$ cat src/hw/rtl/dds_tuning_word_serial_loader_core_defines.svh
// Assertion helpers shared by the loader RTL.
`ifndef DDS_TUNING_WORD_SERIAL_LOADER_CORE_DEFINES_SVH
`define DDS_TUNING_WORD_SERIAL_LOADER_CORE_DEFINES_SVH

// Same-cycle implication, checked outside reset.
`define DTWSL_ASSERT_NOW(lbl, clk, rst_n, ante, cons, msg) \
	lbl: assert property (@(posedge clk) disable iff (!rst_n) (ante) |-> (cons)) \
		else $error(msg);

// Next-cycle implication, checked outside reset.
`define DTWSL_ASSERT_NEXT(lbl, clk, rst_n, ante, cons, msg) \
	lbl: assert property (@(posedge clk) disable iff (!rst_n) (ante) |=> (cons)) \
		else $error(msg);

`endif

$ cat src/hw/rtl/dtwsl_pkg.sv
`default_nettype none

package dtwsl_pkg;

	// Field widths.
	localparam int VALUE_BITS = 32;
	localparam int WORD_BITS  = 32;
	localparam int REF_W      = 31;
	localparam int CTRL_W     = 8;
	localparam int CFG_IDX_W  = 2;

	// Divider pipeline: one quotient bit per step, a few steps per stage.
	localparam int DIV_STEPS       = VALUE_BITS + WORD_BITS;
	localparam int STEP_SEL_W      = 2;
	localparam int STEPS_PER_STAGE = 1 << STEP_SEL_W;
	localparam int DIV_STAGES      = (DIV_STEPS + STEPS_PER_STAGE - 1) / STEPS_PER_STAGE;
	localparam int STAGE_IDX_W     = (DIV_STAGES > 1) ? $clog2(DIV_STAGES) : 1;
	localparam int STEP_IDX_W      = STAGE_IDX_W + STEP_SEL_W;

	// Serial run: data bits, then one closing strobe.
	localparam int SR_W    = VALUE_BITS + CTRL_W;
	localparam int RUN_LEN = SR_W + 1;
	localparam int CNT_W   = $clog2(RUN_LEN);

	localparam logic [REF_W-1:0]  REF_CLOCK_RESET = REF_W'(125000000);
	localparam logic [CTRL_W-1:0] CONTROL_RESET   = 8'h00;
	localparam logic [CTRL_W-1:0] POWER_OFF_CTRL  = 8'h04;

	typedef enum logic [1:0] {
		OP_SET_FREQ  = 2'd0,
		OP_LOAD_WORD = 2'd1,
		OP_POWER_OFF = 2'd2
	} op_t;

	typedef enum logic [CFG_IDX_W-1:0] {
		CFG_REF_CLOCK = 2'd0,
		CFG_CONTROL   = 2'd1
	} cfg_reg_t;

	typedef struct packed {
		op_t                   op;
		logic [VALUE_BITS-1:0] value;
	} cmd_t;

	typedef struct packed {
		logic serial_bit;
		logic update_strobe;
		logic last;
	} res_t;

	// Item inside the divider pipeline; word ends up as the tuning word.
	typedef struct packed {
		op_t                   op;
		logic [CTRL_W-1:0]     ctrl;
		logic [REF_W-1:0]      rem;
		logic [VALUE_BITS-1:0] word;
	} div_item_t;

endpackage

`default_nettype wire

$ cat src/hw/rtl/dtwsl_serializer.sv
`default_nettype none

module dtwsl_serializer import dtwsl_pkg::*; (
	input  logic      clk,
	input  logic      arst_n,
	input  logic      up_valid,
	input  div_item_t up_item,
	output logic      up_stall,
	output logic      res_valid,
	output res_t      res,
	input  logic      res_stall
);

	localparam logic [CNT_W-1:0] LAST_IDX = CNT_W'(RUN_LEN - 1);

	logic              busy_q;
	logic [CNT_W-1:0]  cnt_q;
	logic [SR_W-1:0]   sr_q;
	logic              closing;
	logic              advance;
	logic              done_now;
	logic              load;

	assign closing  = (cnt_q == LAST_IDX);
	assign advance  = busy_q && !res_stall;
	assign done_now = advance && closing;
	assign up_stall = busy_q && !done_now;
	assign load     = up_valid && !up_stall;

	// Result drive comes straight from registers.
	assign res_valid         = busy_q;
	assign res.serial_bit    = closing ? 1'b0 : sr_q[0];
	assign res.update_strobe = closing;
	assign res.last          = closing;

	// Run control: a new item loads as the closing result of the previous run leaves.
	always_ff @(posedge clk or negedge arst_n) begin
		if (!arst_n) begin
			busy_q <= 1'b0;
			cnt_q  <= '0;
		end else if (load) begin
			busy_q <= 1'b1;
			cnt_q  <= '0;
		end else if (advance) begin
			if (closing) begin
				busy_q <= 1'b0;
			end else begin
				cnt_q <= cnt_q + CNT_W'(1);
			end
		end
	end

	// Shift register: word bits first, then the control byte, LSB first.
	always_ff @(posedge clk) begin
		if (load) begin
			sr_q <= {up_item.ctrl, up_item.word};
		end else if (advance) begin
			sr_q <= {1'b0, sr_q[SR_W-1:1]};
		end
	end

endmodule

`default_nettype wire

$ cat config.mk
export PLATFORM = sky130hd
export DESIGN_NAME = dtwsl_serializer
export DESIGN_NICKNAME = d
export VERILOG_FILES = /design/src/hw/rtl/dds_tuning_word_serial_loader_core_defines.svh /design/src/hw/rtl/dtwsl_pkg.sv /design/src/hw/rtl/dtwsl_serializer.sv
export SDC_FILE = /design/constraint.sdc
export NUM_CORES = 1
export LEC_CHECK = 0
export ABC_CLOCK_PERIOD_IN_PS = 4950
export BUFFER_PORTS_ARGS = -buffer_cell sky130_fd_sc_hd__buf_4
export CORE_ASPECT_RATIO = 0.6
export CORE_MARGIN = 10
export CORE_UTILIZATION = 49
export DETAILED_ROUTE_END_ITERATION = 8
export PLACE_DENSITY = 0.8
export REMOVE_ABC_BUFFERS = 1
export SYNTH_ARGS = -nofsm -noshare
export SYNTH_HDL_FRONTEND = slang
export SYNTH_SLANG_ARGS = --single-unit
$ cat constraint.sdc
create_clock -name clk -period 4.95 [get_ports clk]
set_clock_uncertainty 0.15 [all_clocks]
set_input_delay 0.99 -clock clk [delete_from_list [all_inputs] [get_ports clk]]
set_output_delay 0.99 -clock clk [all_outputs]
set_load 0.01 [all_outputs]
==> flow_summary.toml <==
[synthesis]
ys_warn_count = 0
ys_seq_area_share_pct = 62.6
synth-simple-area-share_pct = 6.03
synth_compound_area_share_pct = 5.35
synth_fa_ha_area_share_pct = 1.14
synth.area.top_cells = "edfxtp_1 55%, mux2_2 15%, dfrtp_1 8.0%, mux2_4 6.8%, ha_1 1.1%"
avgSynthCellArea_um2 = 15.9
synth_mux_area_share_pct = 21.7
ys_types = 31
yosys.area_share.xor_xnor_pct = 0
synth_top_family_by_area = "multiplexers"
synth_area_leader_cell = "edfxtp_1"
yosys.area.top_type_share_pct = 54.6
syn-instance-count = 138
netlist_area_mm2 = 0.00220
synth_seq_cells = 47

[pwr]
internal_power_mw = 0.740
irDropWorstVdd_mv = 0.174
p_per_area_mw_per_mm2 = 348
power_leakage_nw = 1.11
p_seq_share_pct = 52.8
p_sw_share_pct = 22.2
clkPwrFrac_pct = 34.3
switching_power_mw = 0.211
comb_power_share_pct = 12.9

[drt]
ant_nets = 0
viasPerCell = 5.30
wl_per_cell_um = 17.7
num_vias = 1309
drt_iter0_drc = 62
drc_errors = 0
wirelength_mm = 4.36
dr.pass1.iters = 4

[timing]
clock.fmax_ghz = 0.351
fin_crit_sh_pct = 57.5
rsz0062_at_grt = "no"
drv_slew = 0
worst_slack_ns = 2.10
maxSlewHeadroom_pct = 36.3
fin_setup_tns_ns = 0
final_hold_viol_count = 0
worst_slew_pin_slew_ns = 0.955
period_needed_ns = 2.85
setup_viol = 0

[clock_tree]
insertion_delay_ns = 0.30
htreeDepth = 2
post_cts_buffers = 0
cts_buffers = 5
holdBufCountCts = 0
clk_path_buf_depth = 2
clk_transition_reported_paths_ns = 0.09
postCtsResizedCells = 0
cts-root-buf = "clkbuf_8"
cts_tree = "done"
clkSinkCount = 47

[placed_design]
port_buffers = 48
post-place-ws_ns = 1.96
dpl.hpwl_mm = 3.15
finalWeightedCongestion = 0.802

[min_path]
hold_path_class = "in2async"

[grt]
grt_pass1_wl_mm = 7.19
grt_pass1_vias = 1448
grt_overflow_total = 0
antenna_found_initial = 0
grt_usage_pct = 11.9
grt_max_degree = 40

[floorplanning]
dieArea_mm2 = 0.00765
core_area_mm2 = 0.00421
io_pins = 82
initial_core_util_pct = 52.2
die-width_um = 106
die_h_um = 71.9
placementRows = 18

[final_layout]
layout-drive-gt1-share_pct = 52.9
nNetsFinal = 265
n_antenna_cell = 0
area_growth_pct = 24.4

[critical_path]
cpPeakStageDelay_ns = 0.44
path_buf_inv = 2
path_cells = "inv_1, ha_1, nand3b_4, nor2_1, nor2b_1, buf_4"
crit_required_ns = 3.81
worst_setup_path_start_kind = "register"
endpoint = "res[2]"
crit_start = "cnt_q[0]$_DFFE_PN0P_"
r2r_end = "sr_q[28]$_DFFE_PP_"
path_class = "reg2out"
cp-end-kind = "primary output"
path_depth = 6
crit_fanout = 7
worstReg2RegStart = "cnt_q[0]$_DFFE_PN0P_"
cpMaxStageDelayCell = "dfrtp_1"
cp_data_arrival_time_ns = 1.71
reg2reg_slack_ns = 2.35
ff2ff_path_depth = 5
path_delay_family = "simple AND/OR/NAND/NOR gates"

[run_status]
status = "finished clean"

[run]
maxCapViolations = 0
[layout make-up]
class,instances,area [um^2]
Tap cell,60,75.1
Clock inverter,2,60.1
Timing Repair Buffer,49,368
Clock buffer,6,72.6
Sequential cell,47,1380
Fill cell,326,1480
Inverter,5,18.8
Multi-Input combinational cell,78,764
[synthesized netlist by cell type]
master	count
nand2_1	2
a21oi_1	3
nand3b_1	1
mux2_4	10
buf_4	3
nor2_1	1
or2_2	1
buf_6	1
o41ai_1	1
nor3b_1	1
clkbuf_1	2
o31a_1	1
nand4b_1	1
nand2b_1	3
a31oi_1	1
ha_1	2
nand3_1	3
or3_1	4
nor2b_1	1
o21ai_0	5
o311ai_0	2
and2_1	1
o2111ai_1	2
o21a_1	1
inv_1	5
edfxtp_1	40
o41a_1	1
nand3b_4	1
dfrtp_1	7
mux2_2	29
buf_2	2
[layer usage]
metal,global-route usage (%),vias to the layer above,wire (um)
met5,0,-,0
met4,3.59,0,25
met3,5.54,4,375
met2,19.3,42,2120
met1,13.9,641,1840
li1,-,622,-
[power by group through the flow]
stage	clock network (mW)	logic, mW	registers (mW)
after floorplan	0	0.0760	0.500
after global placement	0	0.113	0.504
after detailed placement	0	0.123	0.508
after CTS	0.333	0.123	0.500
after global routing	0.349	0.135	0.506
final	0.326	0.123	0.502
[stage by stage]
| stage | hold WS (ns) | area [um^2] | std cells | power, mW | utilization, % |
|---|---|---|---|---|---|
| final | 0.335 | 2740 | 247 | 0.951 | 64.9 |
| after global routing | 0.322 | 2740 | 247 | 0.991 | 64.9 |
| after CTS | 0.327 | 2740 | 247 | 0.957 | 64.9 |
| after detailed placement | 0.382 | 2600 | 239 | 0.631 | 61.8 |
| after global placement | 0.385 | 2600 | 239 | 0.617 | 61.8 |
| after floorplan | 0.373 | 2150 | 130 | 0.576 | - |
[sequential cells by signal, summed over array words and instances (netlist names)]
| name | count |
|---|---|
| cnt_q | 6 |
| res_valid | 1 |
| sr_q | 40 |
[cell families (layout without fill, tap and decap cells)]
kind of cell | after synthesis | in the layout
buffers and inverters | 13 | 62
adders and majority gates | 2 | 2
AOI/OAI and AO/OA | 17 | 17
muxes | 39 | 39
DFF | 47 | 47
and+or+nand+nor | 20 | 20
[cell usage in the layout (no fill, tap or decap), types with 3 or more instances in the layout]
cell,netlist,routed
buf_4,3,49
edfxtp_1,40,40
mux2_2,29,29
mux2_4,10,10
dfrtp_1,7,7
inv_1,5,5
clkbuf_8,0,5
o21ai_0,5,4
or3_1,4,4
nand2b_1,3,3
nand3_1,3,3
a21oi_1,3,3
[worst min-delay path by stage]
| stage | start | endpoint | slack [ns] |
|---|---|---|---|
| global placement | sr_q[1]$_DFFE_PP_ | sr_q[0]$_DFFE_PP_ | 0.38 |
| CTS | arst_n | cnt_q[1]$_DFFE_PN0P_ | 0.33 |
| floorplan | sr_q[1]$_DFFE_PP_ | sr_q[0]$_DFFE_PP_ | 0.37 |
| detailed placement | sr_q[1]$_DFFE_PP_ | sr_q[0]$_DFFE_PP_ | 0.38 |
| finish | arst_n | cnt_q[1]$_DFFE_PN0P_ | 0.34 |
| global route | arst_n | cnt_q[1]$_DFFE_PN0P_ | 0.32 |
Note: power is estimated with default switching activity, not from simulation.
