### src/hw/rtl/dds_tuning_word_serial_loader_core_defines.svh
// Assertion helpers shared by the loader RTL.
`ifndef DDS_TUNING_WORD_SERIAL_LOADER_CORE_DEFINES_SVH
`define DDS_TUNING_WORD_SERIAL_LOADER_CORE_DEFINES_SVH

// Same-cycle implication, checked outside reset.
`define DTWSL_ASSERT_NOW(lbl, clk, rst_n, ante, cons, msg) \
	lbl: assert property (@(posedge clk) disable iff (!rst_n) (ante) |-> (cons)) \
		else $error(msg);

// Next-cycle implication, checked outside reset.
`define DTWSL_ASSERT_NEXT(lbl, clk, rst_n, ante, cons, msg) \
	lbl: assert property (@(posedge clk) disable iff (!rst_n) (ante) |=> (cons)) \
		else $error(msg);

`endif

### src/hw/rtl/dtwsl_pkg.sv
`default_nettype none

package dtwsl_pkg;

	// Field widths.
	localparam int VALUE_BITS = 32;
	localparam int WORD_BITS  = 32;
	localparam int REF_W      = 31;
	localparam int CTRL_W     = 8;
	localparam int CFG_IDX_W  = 2;

	// Divider pipeline: one quotient bit per step, a few steps per stage.
	localparam int DIV_STEPS       = VALUE_BITS + WORD_BITS;
	localparam int STEP_SEL_W      = 2;
	localparam int STEPS_PER_STAGE = 1 << STEP_SEL_W;
	localparam int DIV_STAGES      = (DIV_STEPS + STEPS_PER_STAGE - 1) / STEPS_PER_STAGE;
	localparam int STAGE_IDX_W     = (DIV_STAGES > 1) ? $clog2(DIV_STAGES) : 1;
	localparam int STEP_IDX_W      = STAGE_IDX_W + STEP_SEL_W;

	// Serial run: data bits, then one closing strobe.
	localparam int SR_W    = VALUE_BITS + CTRL_W;
	localparam int RUN_LEN = SR_W + 1;
	localparam int CNT_W   = $clog2(RUN_LEN);

	localparam logic [REF_W-1:0]  REF_CLOCK_RESET = REF_W'(125000000);
	localparam logic [CTRL_W-1:0] CONTROL_RESET   = 8'h00;
	localparam logic [CTRL_W-1:0] POWER_OFF_CTRL  = 8'h04;

	typedef enum logic [1:0] {
		OP_SET_FREQ  = 2'd0,
		OP_LOAD_WORD = 2'd1,
		OP_POWER_OFF = 2'd2
	} op_t;

	typedef enum logic [CFG_IDX_W-1:0] {
		CFG_REF_CLOCK = 2'd0,
		CFG_CONTROL   = 2'd1
	} cfg_reg_t;

	typedef struct packed {
		op_t                   op;
		logic [VALUE_BITS-1:0] value;
	} cmd_t;

	typedef struct packed {
		logic serial_bit;
		logic update_strobe;
		logic last;
	} res_t;

	// Item inside the divider pipeline; word ends up as the tuning word.
	typedef struct packed {
		op_t                   op;
		logic [CTRL_W-1:0]     ctrl;
		logic [REF_W-1:0]      rem;
		logic [VALUE_BITS-1:0] word;
	} div_item_t;

endpackage

`default_nettype wire

### src/hw/rtl/dtwsl_div_stage.sv
`default_nettype none

module dtwsl_div_stage import dtwsl_pkg::*; (
	input  logic                   clk,
	input  logic                   arst_n,
	input  logic [STAGE_IDX_W-1:0] stage_idx,
	input  logic [REF_W-1:0]       divisor,
	input  logic                   up_valid,
	input  div_item_t              up_item,
	output logic                   up_stall,
	output logic                   dn_valid,
	output div_item_t              dn_item,
	input  logic                   dn_stall
);

	logic      valid_s1;
	div_item_t item_s1;
	div_item_t item_nxt;

	// Restoring division steps. The word register shifts dividend bits out at the top
	// and quotient bits in at the bottom; after the value's own bits, zeros are fed.
	always_comb begin
		logic [REF_W-1:0]      rem;
		logic [VALUE_BITS-1:0] w;
		logic [REF_W:0]        trial;
		logic [STEP_IDX_W-1:0] idx;
		logic                  feed;
		logic                  q;
		rem      = up_item.rem;
		w        = up_item.word;
		trial    = '0;
		q        = 1'b0;
		item_nxt = up_item;
		for (int j = 0; j < STEPS_PER_STAGE; j++) begin
			idx  = {stage_idx, j[STEP_SEL_W-1:0]};
			feed = (idx < VALUE_BITS) ? w[VALUE_BITS-1] : 1'b0;
			if (up_item.op == OP_SET_FREQ && idx < DIV_STEPS) begin
				trial = {rem, feed};
				q     = (trial >= {1'b0, divisor});
				if (q) begin
					rem = REF_W'(trial - {1'b0, divisor});
				end else begin
					rem = trial[REF_W-1:0];
				end
				w = {w[VALUE_BITS-2:0], q};
			end
		end
		item_nxt.rem  = rem;
		item_nxt.word = w;
	end

	assign up_stall = valid_s1 && dn_stall;
	assign dn_valid = valid_s1;
	assign dn_item  = item_s1;

	// Stage valid bit.
	always_ff @(posedge clk or negedge arst_n) begin
		if (!arst_n) begin
			valid_s1 <= 1'b0;
		end else if (!up_stall) begin
			valid_s1 <= up_valid;
		end
	end

	// Stage payload.
	always_ff @(posedge clk) begin
		if (!up_stall && up_valid) begin
			item_s1 <= item_nxt;
		end
	end

endmodule

`default_nettype wire

### config.mk
export PLATFORM = sky130hd
export DESIGN_NAME = dtwsl_div_stage
export DESIGN_NICKNAME = d
export VERILOG_FILES = /design/src/hw/rtl/dds_tuning_word_serial_loader_core_defines.svh /design/src/hw/rtl/dtwsl_pkg.sv /design/src/hw/rtl/dtwsl_div_stage.sv
export SDC_FILE = /design/constraint.sdc
export NUM_CORES = 1
export LEC_CHECK = 0
export BUFFER_PORTS_ARGS = -buffer_cell sky130_fd_sc_hd__buf_2
export CORE_AREA = 2 2 151 153
export DETAILED_ROUTE_END_ITERATION = 16
export DIE_AREA = 0 0 153 155
export GPL_TIMING_DRIVEN = 0
export PLACE_DENSITY_LB_ADDON = 0.2
export SLEW_MARGIN = 20
export SYNTH_ARGS = -nofsm -noshare
export SYNTH_HDL_FRONTEND = slang
export SYNTH_SLANG_ARGS = --single-unit
export TNS_END_PERCENT = 50
### constraint.sdc
create_clock -name clk -period 4.45 [get_ports clk]
set_input_delay 0.2225 -clock clk [delete_from_list [all_inputs] [get_ports clk]]
set_output_delay 0.2225 -clock clk [all_outputs]
set_load 0.05 [all_outputs]
==> results of run 1 <==
[registers in the layout (all words and copies together), names as in the netlist]
| name | flops |
|---|---|
| dn_item | 73 |
| dn_valid | 1 |
[layout by cell type, fill, tap and decap left out, drive strengths merged, types with 6 or more instances in the layout]
master,count
a211o,8
a211oi,38
a21o,66
a21oi,150
a221oi,14
a22oi,6
a311oi,17
a31o,12
a31oi,36
and2,10
and3,19
and4,7
buf,322
clkbuf,43
clkinvlp,10
edfxtp,73
ha,124
inv,60
mux2i,10
nand2,220
nand2b,14
nand3,36
nand4,22
nor2,146
nor2b,19
nor3,33
nor4,6
o211ai,16
o21a,27
o21ai,82
o21bai,12
o22ai,6
o31ai,9
or2,11
or3,9
xnor2,63
xor2,38
[where the power goes]
group / switching, mW / internal, mW
Combinational: 2.21 / 1.50
Sequential: 0.0140 / 0.848
Clock: 0.277 / 0.450
Total: 2.50 / 2.80
[cells by family (layout without fill, tap and decap cells)]
family | Yosys count | in the layout | share of synthesized area (%)
AO/OA/AOI/OAI | 539 | 539 | 31.4
XOR/XNOR | 101 | 101 | 7.56
adder cells (fa/ha/maj) | 128 | 128 | 14.0
buffers and inverters | 132 | 440 | 4.76
flip-flops | 74 | 74 | 19.0
multiplexers | 15 | 15 | 1.37
AND/OR/NAND/NOR | 562 | 562 | 22.0
[per-layer routing]
metal	share of wire, %	vias up	wire length [um]
li1	-	6402	-
met1	40	6449	19200
met3	10	146	4980
met4	5.1	0	2450
met2	45	944	21400
met5	0	-	0
[final timing paths]
| check | end | from | cells past startpoint |
|---|---|---|---|
| max | dn_item[44] | divisor[21] | 50 |
| min reg2reg | dn_valid | dn_valid | 2 |
| max reg2reg | dn_item[26] | dn_valid | 3 |
| min | dn_item[68] | up_item[68] | 1 |
| min in group asynchronous | dn_valid | arst_n | 2 |
| max in group asynchronous | dn_valid | arst_n | 2 |
[layout make-up]
| class | count | area, um2 |
|---|---|---|
| Inverter | 68 | 292 |
| Fill cell | 1856 | 6840 |
| Buffer | 57 | 428 |
| Clock buffer | 10 | 239 |
| Tap cell | 285 | 357 |
| Clock inverter | 6 | 65.1 |
| Timing Repair Buffer | 299 | 1900 |
| Multi-Input combinational cell | 1345 | 9900 |
| Sequential cell | 74 | 2220 |
[what timing repair did]
item                                   4_1_cts  5_1_grt
cloned                                       2        0
setup buffers                               70       41
setup endpoints to repair                   34       34
pin swaps                                   63       68
gates resized for setup                    153       89
hold buffers                                 1        0
endpoints found under the hold margin        1        0
[worst register-to-register path, stage by stage (launching register included)]
cell and delay [ns]:
dfrtp_1 0.38, and2_1 0.21, nor2b_4 0.51, buf_12 0.28
==> results.md, run 1 <==
- Deepest clock path buffer count: 2
- Distinct cells, synth: 88
- Critical path endpoint category: register
- Synth top area share: a little under a fifth
- Synthesized Nets: approximately 1.8k
- Setup WS pre-CTS: -9.20 ns
- Hold slack final: 0.0653 ns
- Post-route cell area: approximately 15000 um2
- VDD IR max: between 0.3 and 0.4 mV
- Die W: roughly 150 um
- Total global routing overflow: 0
- Drt total wl: between 40000 and 50000 um
- Ys flop type: edfxtp_1
- Root Driver: clkbuf_16
- R2R Setup Slk: approximately 2.8 ns
- Cell count after placement: between 2k and 2.5k
- Largest area contributor in the netlist: edfxtp_1
- Skew final: around 0.0056 ns
- 1st-pass router iterations: 8
- Initial Utilization: around 53%
- Most frequent cell after synthesis: nand2_1
- Iteration-0 DRC count of the detailed router: ~1.4k
- Final HPWL DP: roughly 37000 um
- Tcrit/Tclk final: 243%
- Cell Rows: between 50 and 60
- Clock Latency Late Sink: between 0.3 and 0.4 ns
- Synth-to-Final Area Change: 31.6%
- GR peak layer: met2
- Utilization after layout: 69.2%
- Chip Height: 155 um
- Vias per cell: roughly 6.5
- Final Hold Viols: 0
- Total GRT Usage: a little under two fifths
- Drt drc: 0
- PortBufs: 183
- # H-tree levels: 3
- CP Buf/Inv Count: 12
- Critical Path Fanout Max: 10
- Worst slew pin tran: 1.06 ns
- Slew Limit Fails: 0
- Crit-path max cell delay: ~0.59 ns
- Met1 Track Usage GR: between 50% and 60%
- # clock sinks: between 70 and 80
- I/O pins: approximately 190
- Worst setup margin: -6.36 ns
- Worst-path clk slew: ~0.060 ns
- Critical-path top delay cell: a311oi_1
- EDFF count, synth: between 70 and 80
- Most used cell, CP: buf_4
- Synth Area per Inst: ~7.5 um2
- Grt met3 use: about 5.4%
- Leakage: approximately 6.7 nW
- Placed cell area: between 10000 and 15000 um2
- Share of cells above drive strength 1: between 20% and 30%
- Critical Path AT: approximately 11 ns
- Initial antenna violation count: 0
- Syn Inst Count: between 1.5k and 2k
- TritonCTS Buffers: 9
- Seq/Total Area, Yosys: 19.0%
- Tot Pwr: ~5.3 mW
- First-pass GRT wire length: between 70000 and 80000 um
- Delay-heaviest family, CP: compound AO/OA/AOI/OAI gates
- RSZ-0062 raised after global routing: yes
- Core box area: 22200 um2
- Antenna fix cells: 0
- Nets@finish: approximately 2.1k
- Placer Congestion: roughly 1.0
- Max-cap viol count: 0
- Largest net degree at the start of global routing: 31
- ANT nets after route: 0
- Yosys warns: 0
- Die ar.: approximately 24000 um2
- Setup TNS: -204.97 ns
- CTS tree: done
- CP startpoint kind: input port
- Met2 Use GR: 62.3%
- Finished Layout Cells: between 2k and 2.5k
- Shortest period the worst path allows: 10.81 ns
- Failing checks: negative setup slack
- Worst Hold Class: in -> reg
- Post-DR wirelength/cell: 22.4 um
- WP data required: between 4 and 5 ns
- Via count: about 14k
- Final setup viols: 34
- Vias in the first global route: approximately 13k
- Outcome: finished with violations
- Power Density: roughly 340 nW/um2
- Max Clk Rate: between 90 and 100 MHz
- Crit Path Category: in -> reg
- Synthesis-stage register bit count: 74
- Post-synth ARST share: approximately 1.4%
- Synth area leaders: edfxtp_1 (19%), ha_1 (13%), nand2_1 (7.0%)
- Post-Syn Area: around 12000 um2
- Most frequent cells after synthesis: nand2_1 (219), a21oi_1 (148), nor2_1 (144)
- Slew margin rel.: about 30%
Note: power is estimated with default switching activity, not from simulation.
==> run 2, diff against run 1 <==
- PLACE_DENSITY: unset -> 0.78
- PLACE_DENSITY_LB_ADDON: 0.2 -> unset
==> run 2 against run 1 <==
- register-to-register slack worse by 0.05 ns
- cell area rose by 0.13%
- via count rose by 1.6%
- flip-flop and latch count did not move
- clock power shrank 2%
- the run still ends with negative setup slack left
- die area is the same
- first-iteration DRC count is 15% higher
- maximum frequency increased by 0.77%
- non-clock buffer count down 8
- clock skew barely moved
==> results.md, run 2 (same netlist as run 1, synthesis figures left out) <==
- Max-cap viol count: 0 (unchanged)
- Cell count after placement: 2021 (unchanged)
- CP startpoint kind: input port
- Chip Height: 155 um (unchanged)
- Worst slew pin tran: 1.04 ns (-0.0133 ns)
- Die W: 153 um (unchanged)
- Final HPWL DP: 36700 um (-1.4%)
- Worst-path clk slew: 0.06 ns (about the same)
- Share of cells above drive strength 1: 29.4% (-0.051 points)
- Reg power frac: 16.1% (-0.2 points)
- Clock Latency Late Sink: 0.34 ns (about the same)
- Tot Pwr: 5.34 mW (+0.80%)
- Clock network fraction of total power: 13.4% (-0.3 points)
- Placed cell area: 13200 um2 (unchanged)
- Power Density: 346 nW/um2 (+0.67%)
- Core box area: 22200 um2 (unchanged)
- Initial antenna violation count: 1 (+1)
- Utilization after layout: 69.3% (+0.090 points)
- Final setup viols: 34 (unchanged)
- RSZ-0062 raised after global routing: yes
- Critical-path top delay cell: a221oi_1
- Hold slack final: 0.0552 ns (-0.0101 ns)
- Post-route cell area: 15400 um2 (+0.13%)
- Failing checks: negative setup slack
- VDD IR max: 0.219 mV (-30%)
- Worst Hold Class: in -> reg
- Vias in the first global route: 13.0k (+2.2%)
- Slew Limit Fails: 0 (unchanged)
- I/O pins: 187 (unchanged)
- WP data required: 4.50 ns (-0.09 ns)
- Max Clk Rate: 93.3 MHz (+0.77%)
- Setup TNS: -201.31 ns (+3.65 ns)
- Root Driver: clkbuf_16
- Slew margin rel.: 30.5% (+0.89 points)
- Die ar.: 23700 um2 (unchanged)
- Post-DR wirelength/cell: 22.6 um (+1.3%)
- TritonCTS Buffers: 9 (unchanged)
- First-pass GRT wire length: 70700 um (-0.18%)
- Deepest clock path buffer count: 2 (unchanged)
- # clock sinks: 74 (unchanged)
- Nets@finish: 2087 (-0.33%)
- Crit Path Category: in -> reg
- Shortest period the worst path allows: 10.72 ns (-0.0825 ns)
- Logic pwr share: 70.5% (+0.5 points)
- Sequential Area: 2220 um2 (unchanged)
- Area of the multi-input gates: 9970 um2 (+0.70%)
- Sw power: 2.55 mW (+2.1%)
- Skew final: 0.00517 ns (-0.000435 ns)
- Placer Congestion: 0.997 (-1.2%)
- CTS tree: done
- Outcome: finished with violations
- Setup WS pre-CTS: -9.39 ns (-0.194 ns)
- Commonest non-fill, non-tap cell in the layout: nand2_1
- Critical Path Fanout Max: 8 (-2)
- Drt total wl: 48400 um (+1.0%)
- Switching share of total power: 47.8% (+0.59 points)
- Total GRT Usage: 38.1% (-0.10 points)
- Synth-to-Final Area Change: 31.8%
- Final Hold Viols: 0 (unchanged)
- Iteration-0 DRC count of the detailed router: 1629 (+15%)
- Vias per cell: 6.63 (+1.9%)
- Initial Utilization: 52.6% (unchanged)
- Largest net degree at the start of global routing: 31 (unchanged)
- Int Power: 2.79 mW (-0.33%)
- Max FFs per register: 73 (unchanged)
- ANT nets after route: 0 (unchanged)
- Via count: 14.2k (+1.6%)
- Finished Layout Cells: 2138 (-0.28%)
- Cell Rows: 55 (unchanged)
- # H-tree levels: 3 (unchanged)
- Critical Path AT: 10.77 ns (-0.18 ns)
- 1st-pass router iterations: 7 (-1)
- Total global routing overflow: 0 (unchanged)
- Crit-path max cell delay: 0.49 ns (-0.10 ns)
- Leakage: 6.68 nW (-0.59%)
- PortBufs: 183 (unchanged)
- Critical path endpoint category: register
- Drt drc: 0 (unchanged)
- Commonest cells after routing, fill and taps aside: nand2_1 (214), buf_2 (184), nor2_1 (138)
- Tcrit/Tclk final: 241% (-1.9 points)
- Worst setup margin: -6.27 ns (+0.0825 ns)
- Filler Cells Inserted: 1842 (-0.75%)
## run 2: changes by cell type in the layout (fill, tap and decap cells not counted), moves of 4 or more
cell      previous run  this run
buf_4              106       102
a311oi_2             9         4
ha_2                17        13
a311oi_1             8        12
inv_1               54        50
## run 2: final timing paths
check | startpoint | endpoint | slack, ns | depth (start not counted)
max | divisor[16] | dn_item[56] | -6.27 | 51
min | up_item[63] | dn_item[63] | 0.06 | 1
max reg2reg | dn_valid | dn_item[28] | 2.71 | 3
min reg2reg | dn_valid | dn_valid | 0.70 | 2
max in group asynchronous | arst_n | dn_valid | 4.17 | 2
min in group asynchronous | arst_n | dn_valid | 0.20 | 2
## run 2: repair_timing
action | CTS | global route
gates resized for setup | 154 | 106
pin swaps | 61 | 56
setup buffers | 65 | 40
cloned | 5 | 0
hold endpoints to repair | 1 | 0
setup endpoints to repair | 34 | 34
hold buffers | 1 | 0
## run 2: worst max-delay path, delay by kind of cell
kind / cells / cell delay (ns)
AND/OR/NAND/NOR: 11 / 1.78
AO/OA/AOI/OAI: 24 / 5.50
multiplexers: 2 / 0.57
adder cells (fa/ha/maj): 4 / 1.31
buffers and inverters: 10 / 1.35
## run 2: routing by layer
metal / routed length [um] / up-vias / global-route usage [%] / part of all wire, %
met1: 18300 / 6516 / 48.6 / 38
met3: 5500 / 222 / 5.82 / 11
met4: 3380 / 0 / 22.1 / 7.0
met5: 0 / - / 0 / 0
met2: 21300 / 1063 / 61.5 / 44
li1: - / 6366 / - / -
## run 2: area by class of cell
type / instances / share of cell area (%)
Timing Repair Buffer: 292 / 12.1
Antenna cell: 1 / 0.0162
Buffer: 56 / 2.71
Multi-Input combinational cell: 1346 / 64.7
Inverter: 68 / 1.92
Tap cell: 285 / 2.31
Sequential cell: 74 / 14.4
Clock inverter: 6 / 0.438
Clock buffer: 10 / 1.49
## run 2: power groups by stage
stage,clock [mW],combinational [mW],sequential [mW]
floorplan,0,2.01,1.07
finish,0.715,3.76,0.861
global placement,0,2.89,0.877
global route,0.755,3.97,0.866
CTS,0.717,3.42,0.862
detailed placement,0,2.94,0.876
==> run 3, diff against run 2 <==
- RECOVER_POWER: unset -> 100
==> run 3 against run 2 <==
- the run ends with max-capacitance violations, max-slew violations, negative setup slack left
- die area is the same
- combinational power about the same
- core utilization shrank 0.64 points
- register-to-register slack worse by 1.7 ns
- sequential power up 0.5%
- critical path depth did not move
- final cell count did not move
- maximum frequency increased by 0.29%
- first-iteration DRC count up 0.43%
==> results.md, run 3 (same netlist as run 1, synthesis figures left out) <==
- I/O pins: 187 (unchanged)
- Iteration-0 DRC count of the detailed router: 1636 (+0.43%)
- Worst Hold Class: in -> reg
- Drt total wl: 48500 um (+0.18%)
- Failing checks: max-capacitance violations, max-slew violations, negative setup slack
- Placed cell area: 13200 um2 (unchanged)
- Placer Congestion: 0.997 (unchanged)
- Synth-to-Final Area Change: 30.6%
- Skew final: 0.00465 ns (-0.000512 ns)
- Worst setup margin: -6.24 ns (+0.0308 ns)
- Cell Rows: 55 (unchanged)
- # H-tree levels: 3 (unchanged)
- Crit Path Category: in -> reg
- PortBufs: 183 (unchanged)
- Critical Path AT: 10.74 ns (-0.03 ns)
- Initial Utilization: 52.6% (unchanged)
- Core box area: 22200 um2 (unchanged)
- Slew margin rel.: -12.4% (-43 points)
- Crit-path max cell delay: 0.45 ns (-0.04 ns)
- Initial antenna violation count: 1 (unchanged)
- Tcrit/Tclk final: 240% (-0.69 points)
- Total global routing overflow: 0 (unchanged)
- Area of the multi-input gates: 9960 um2 (about the same)
- Delay-heaviest family, CP: compound AO/OA/AOI/OAI gates
- WP data required: 4.50 ns (about the same)
- Worst-path clk slew: 0.06 ns (about the same)
- Die W: 153 um (unchanged)
- Max-cap viol count: 2 (+2)
- Root Driver: clkbuf_16
- Via count: 14.1k (-0.19%)
- Post-DR wirelength/cell: 22.7 um (+0.18%)
- Max FFs per register: 73 (unchanged)
- Outcome: finished with violations
- TritonCTS Buffers: 9 (unchanged)
- Final HPWL DP: 36700 um (unchanged)
- Largest net degree at the start of global routing: 31 (unchanged)
- Critical Path Fanout Max: 8 (unchanged)
- Max Clk Rate: 93.5 MHz (+0.29%)
- ANT nets after route: 0 (unchanged)
- CP Buf/Inv Count: 10 (unchanged)
- Deepest clock path buffer count: 2 (unchanged)
- Final Hold Viols: 0 (unchanged)
- Nets@finish: 2087 (unchanged)
- CP startpoint kind: input port
- Share of cells above drive strength 1: 25.2% (-4.2 points)
- Shortest period the worst path allows: 10.69 ns (-0.0308 ns)
- Post-route cell area: 15300 um2 (-0.92%)
- RSZ-0062 raised after global routing: yes
- Die ar.: 23700 um2 (unchanged)
- Commonest cells after routing, fill and taps aside: nand2_1 (214), nor2_1 (138), a21oi_1 (130)
- VDD IR max: 0.219 mV (+0.24%)
- 1st-pass router iterations: 8 (+1)
- Power Density: 348 nW/um2 (+0.52%)
- # clock sinks: 74 (unchanged)
- Clock Latency Late Sink: 0.34 ns (about the same)
- CTS tree: done
- First-pass GRT wire length: 70700 um (unchanged)
- Worst slew pin tran: 1.68 ns (+0.640 ns)
- Utilization after layout: 68.7% (-0.64 points)
- Filler Cells Inserted: 1908 (+3.6%)
- Chip Height: 155 um (unchanged)
- Critical-path top delay cell: a221oi_1
- Vias per cell: 6.61 (-0.19%)
- Slew Limit Fails: 54 (+54)
- Vias in the first global route: 13.0k (unchanged)
- Setup WS pre-CTS: -9.39 ns (unchanged)
- Leakage: 6.45 nW (-3.5%)
- Drt drc: 0 (unchanged)
- Total GRT Usage: 38.1% (unchanged)
- R2R Setup Slk: 1.01 ns (-1.70 ns)
- Final setup viols: 34 (unchanged)
- Commonest non-fill, non-tap cell in the layout: nand2_1
- Sequential Area: 2220 um2 (unchanged)
- Critical path endpoint category: register
-- run 3: cell count changes in the layout (fill, tap and decap cells not counted) --
cell | before | now
buf_16 | 2 | 1
clkbuf_1 | 20 | 97
buf_2 | 184 | 109
buf_12 | 3 | 2
nor2b_4 | 3 | 2
and2_1 | 10 | 9
nor2b_1 | 16 | 17
and2_0 | 0 | 1
-- run 3: path summary, 6_finish.rpt --
kind                                    end  cells past startpoint         from
worst max-delay path            dn_item[56]                     51  divisor[16]
worst min register to register     dn_valid                      2     dn_valid
max in group asynchronous          dn_valid                      2       arst_n
min in group asynchronous          dn_valid                      2       arst_n
worst max register to register  dn_item[28]                      3     dn_valid
worst min-delay path            dn_item[63]                      1  up_item[63]
-- run 3: per-stage QoR --
step	TNS, ns	std cells	total power [mW]	hold WS, ns
floorplan	-173.51	1551	3.08	-0.0731
global placement	-300.31	2019	3.77	0.00454
detailed placement	-305.40	2021	3.81	0.00510
CTS	-192.32	2104	5.00	0.0541
global route	-208.16	2137	5.57	0.0518
finish	-200.18	2138	5.32	0.0561
-- run 3: what timing repair did --
action | in CTS | in global routing
pin swaps | 61 | 56
gates resized for setup | 154 | 106
hold endpoints to repair | 1 | 0
endpoints found under the setup margin | 34 | 34
buffers inserted | 65 | 40
hold buffers | 1 | 0
gates cloned | 5 | 0
-- run 3: power breakdown --
part           switching (mW)  leakage [nW]  internal [mW]  total [mW]
clock                   0.279         0.139          0.434       0.714
sequential             0.0155         0.706          0.849       0.865
combinational            2.25          5.60           1.48        3.74
-- run 3: worst register-to-register path, delay by kind of cell (launching register included) --
family | cells | cell delay [ns]
simple gates | 2 | 1.46
flops | 1 | 0.37
buf+inv | 1 | 1.20
-- run 3: cell type report --
class	count	share of cell area [%]
buffer	56	2.74
clock buffer	10	1.50
multi-input combinational	1346	65.2
sequential	74	14.5
clock inverter	6	0.442
timing repair buffer	292	11.3
antenna	1	0.0164
tap	285	2.34
inverter	68	1.93
-- run 3: per-layer routing --
layer | vias to the layer above | share of wire [%] | global-route usage, %
met2 | 1028 | 44 | 61.5
met5 | - | 0 | 0
met3 | 201 | 11 | 5.82
li1 | 6370 | - | -
met4 | 0 | 6.5 | 22.1
met1 | 6541 | 38 | 48.6
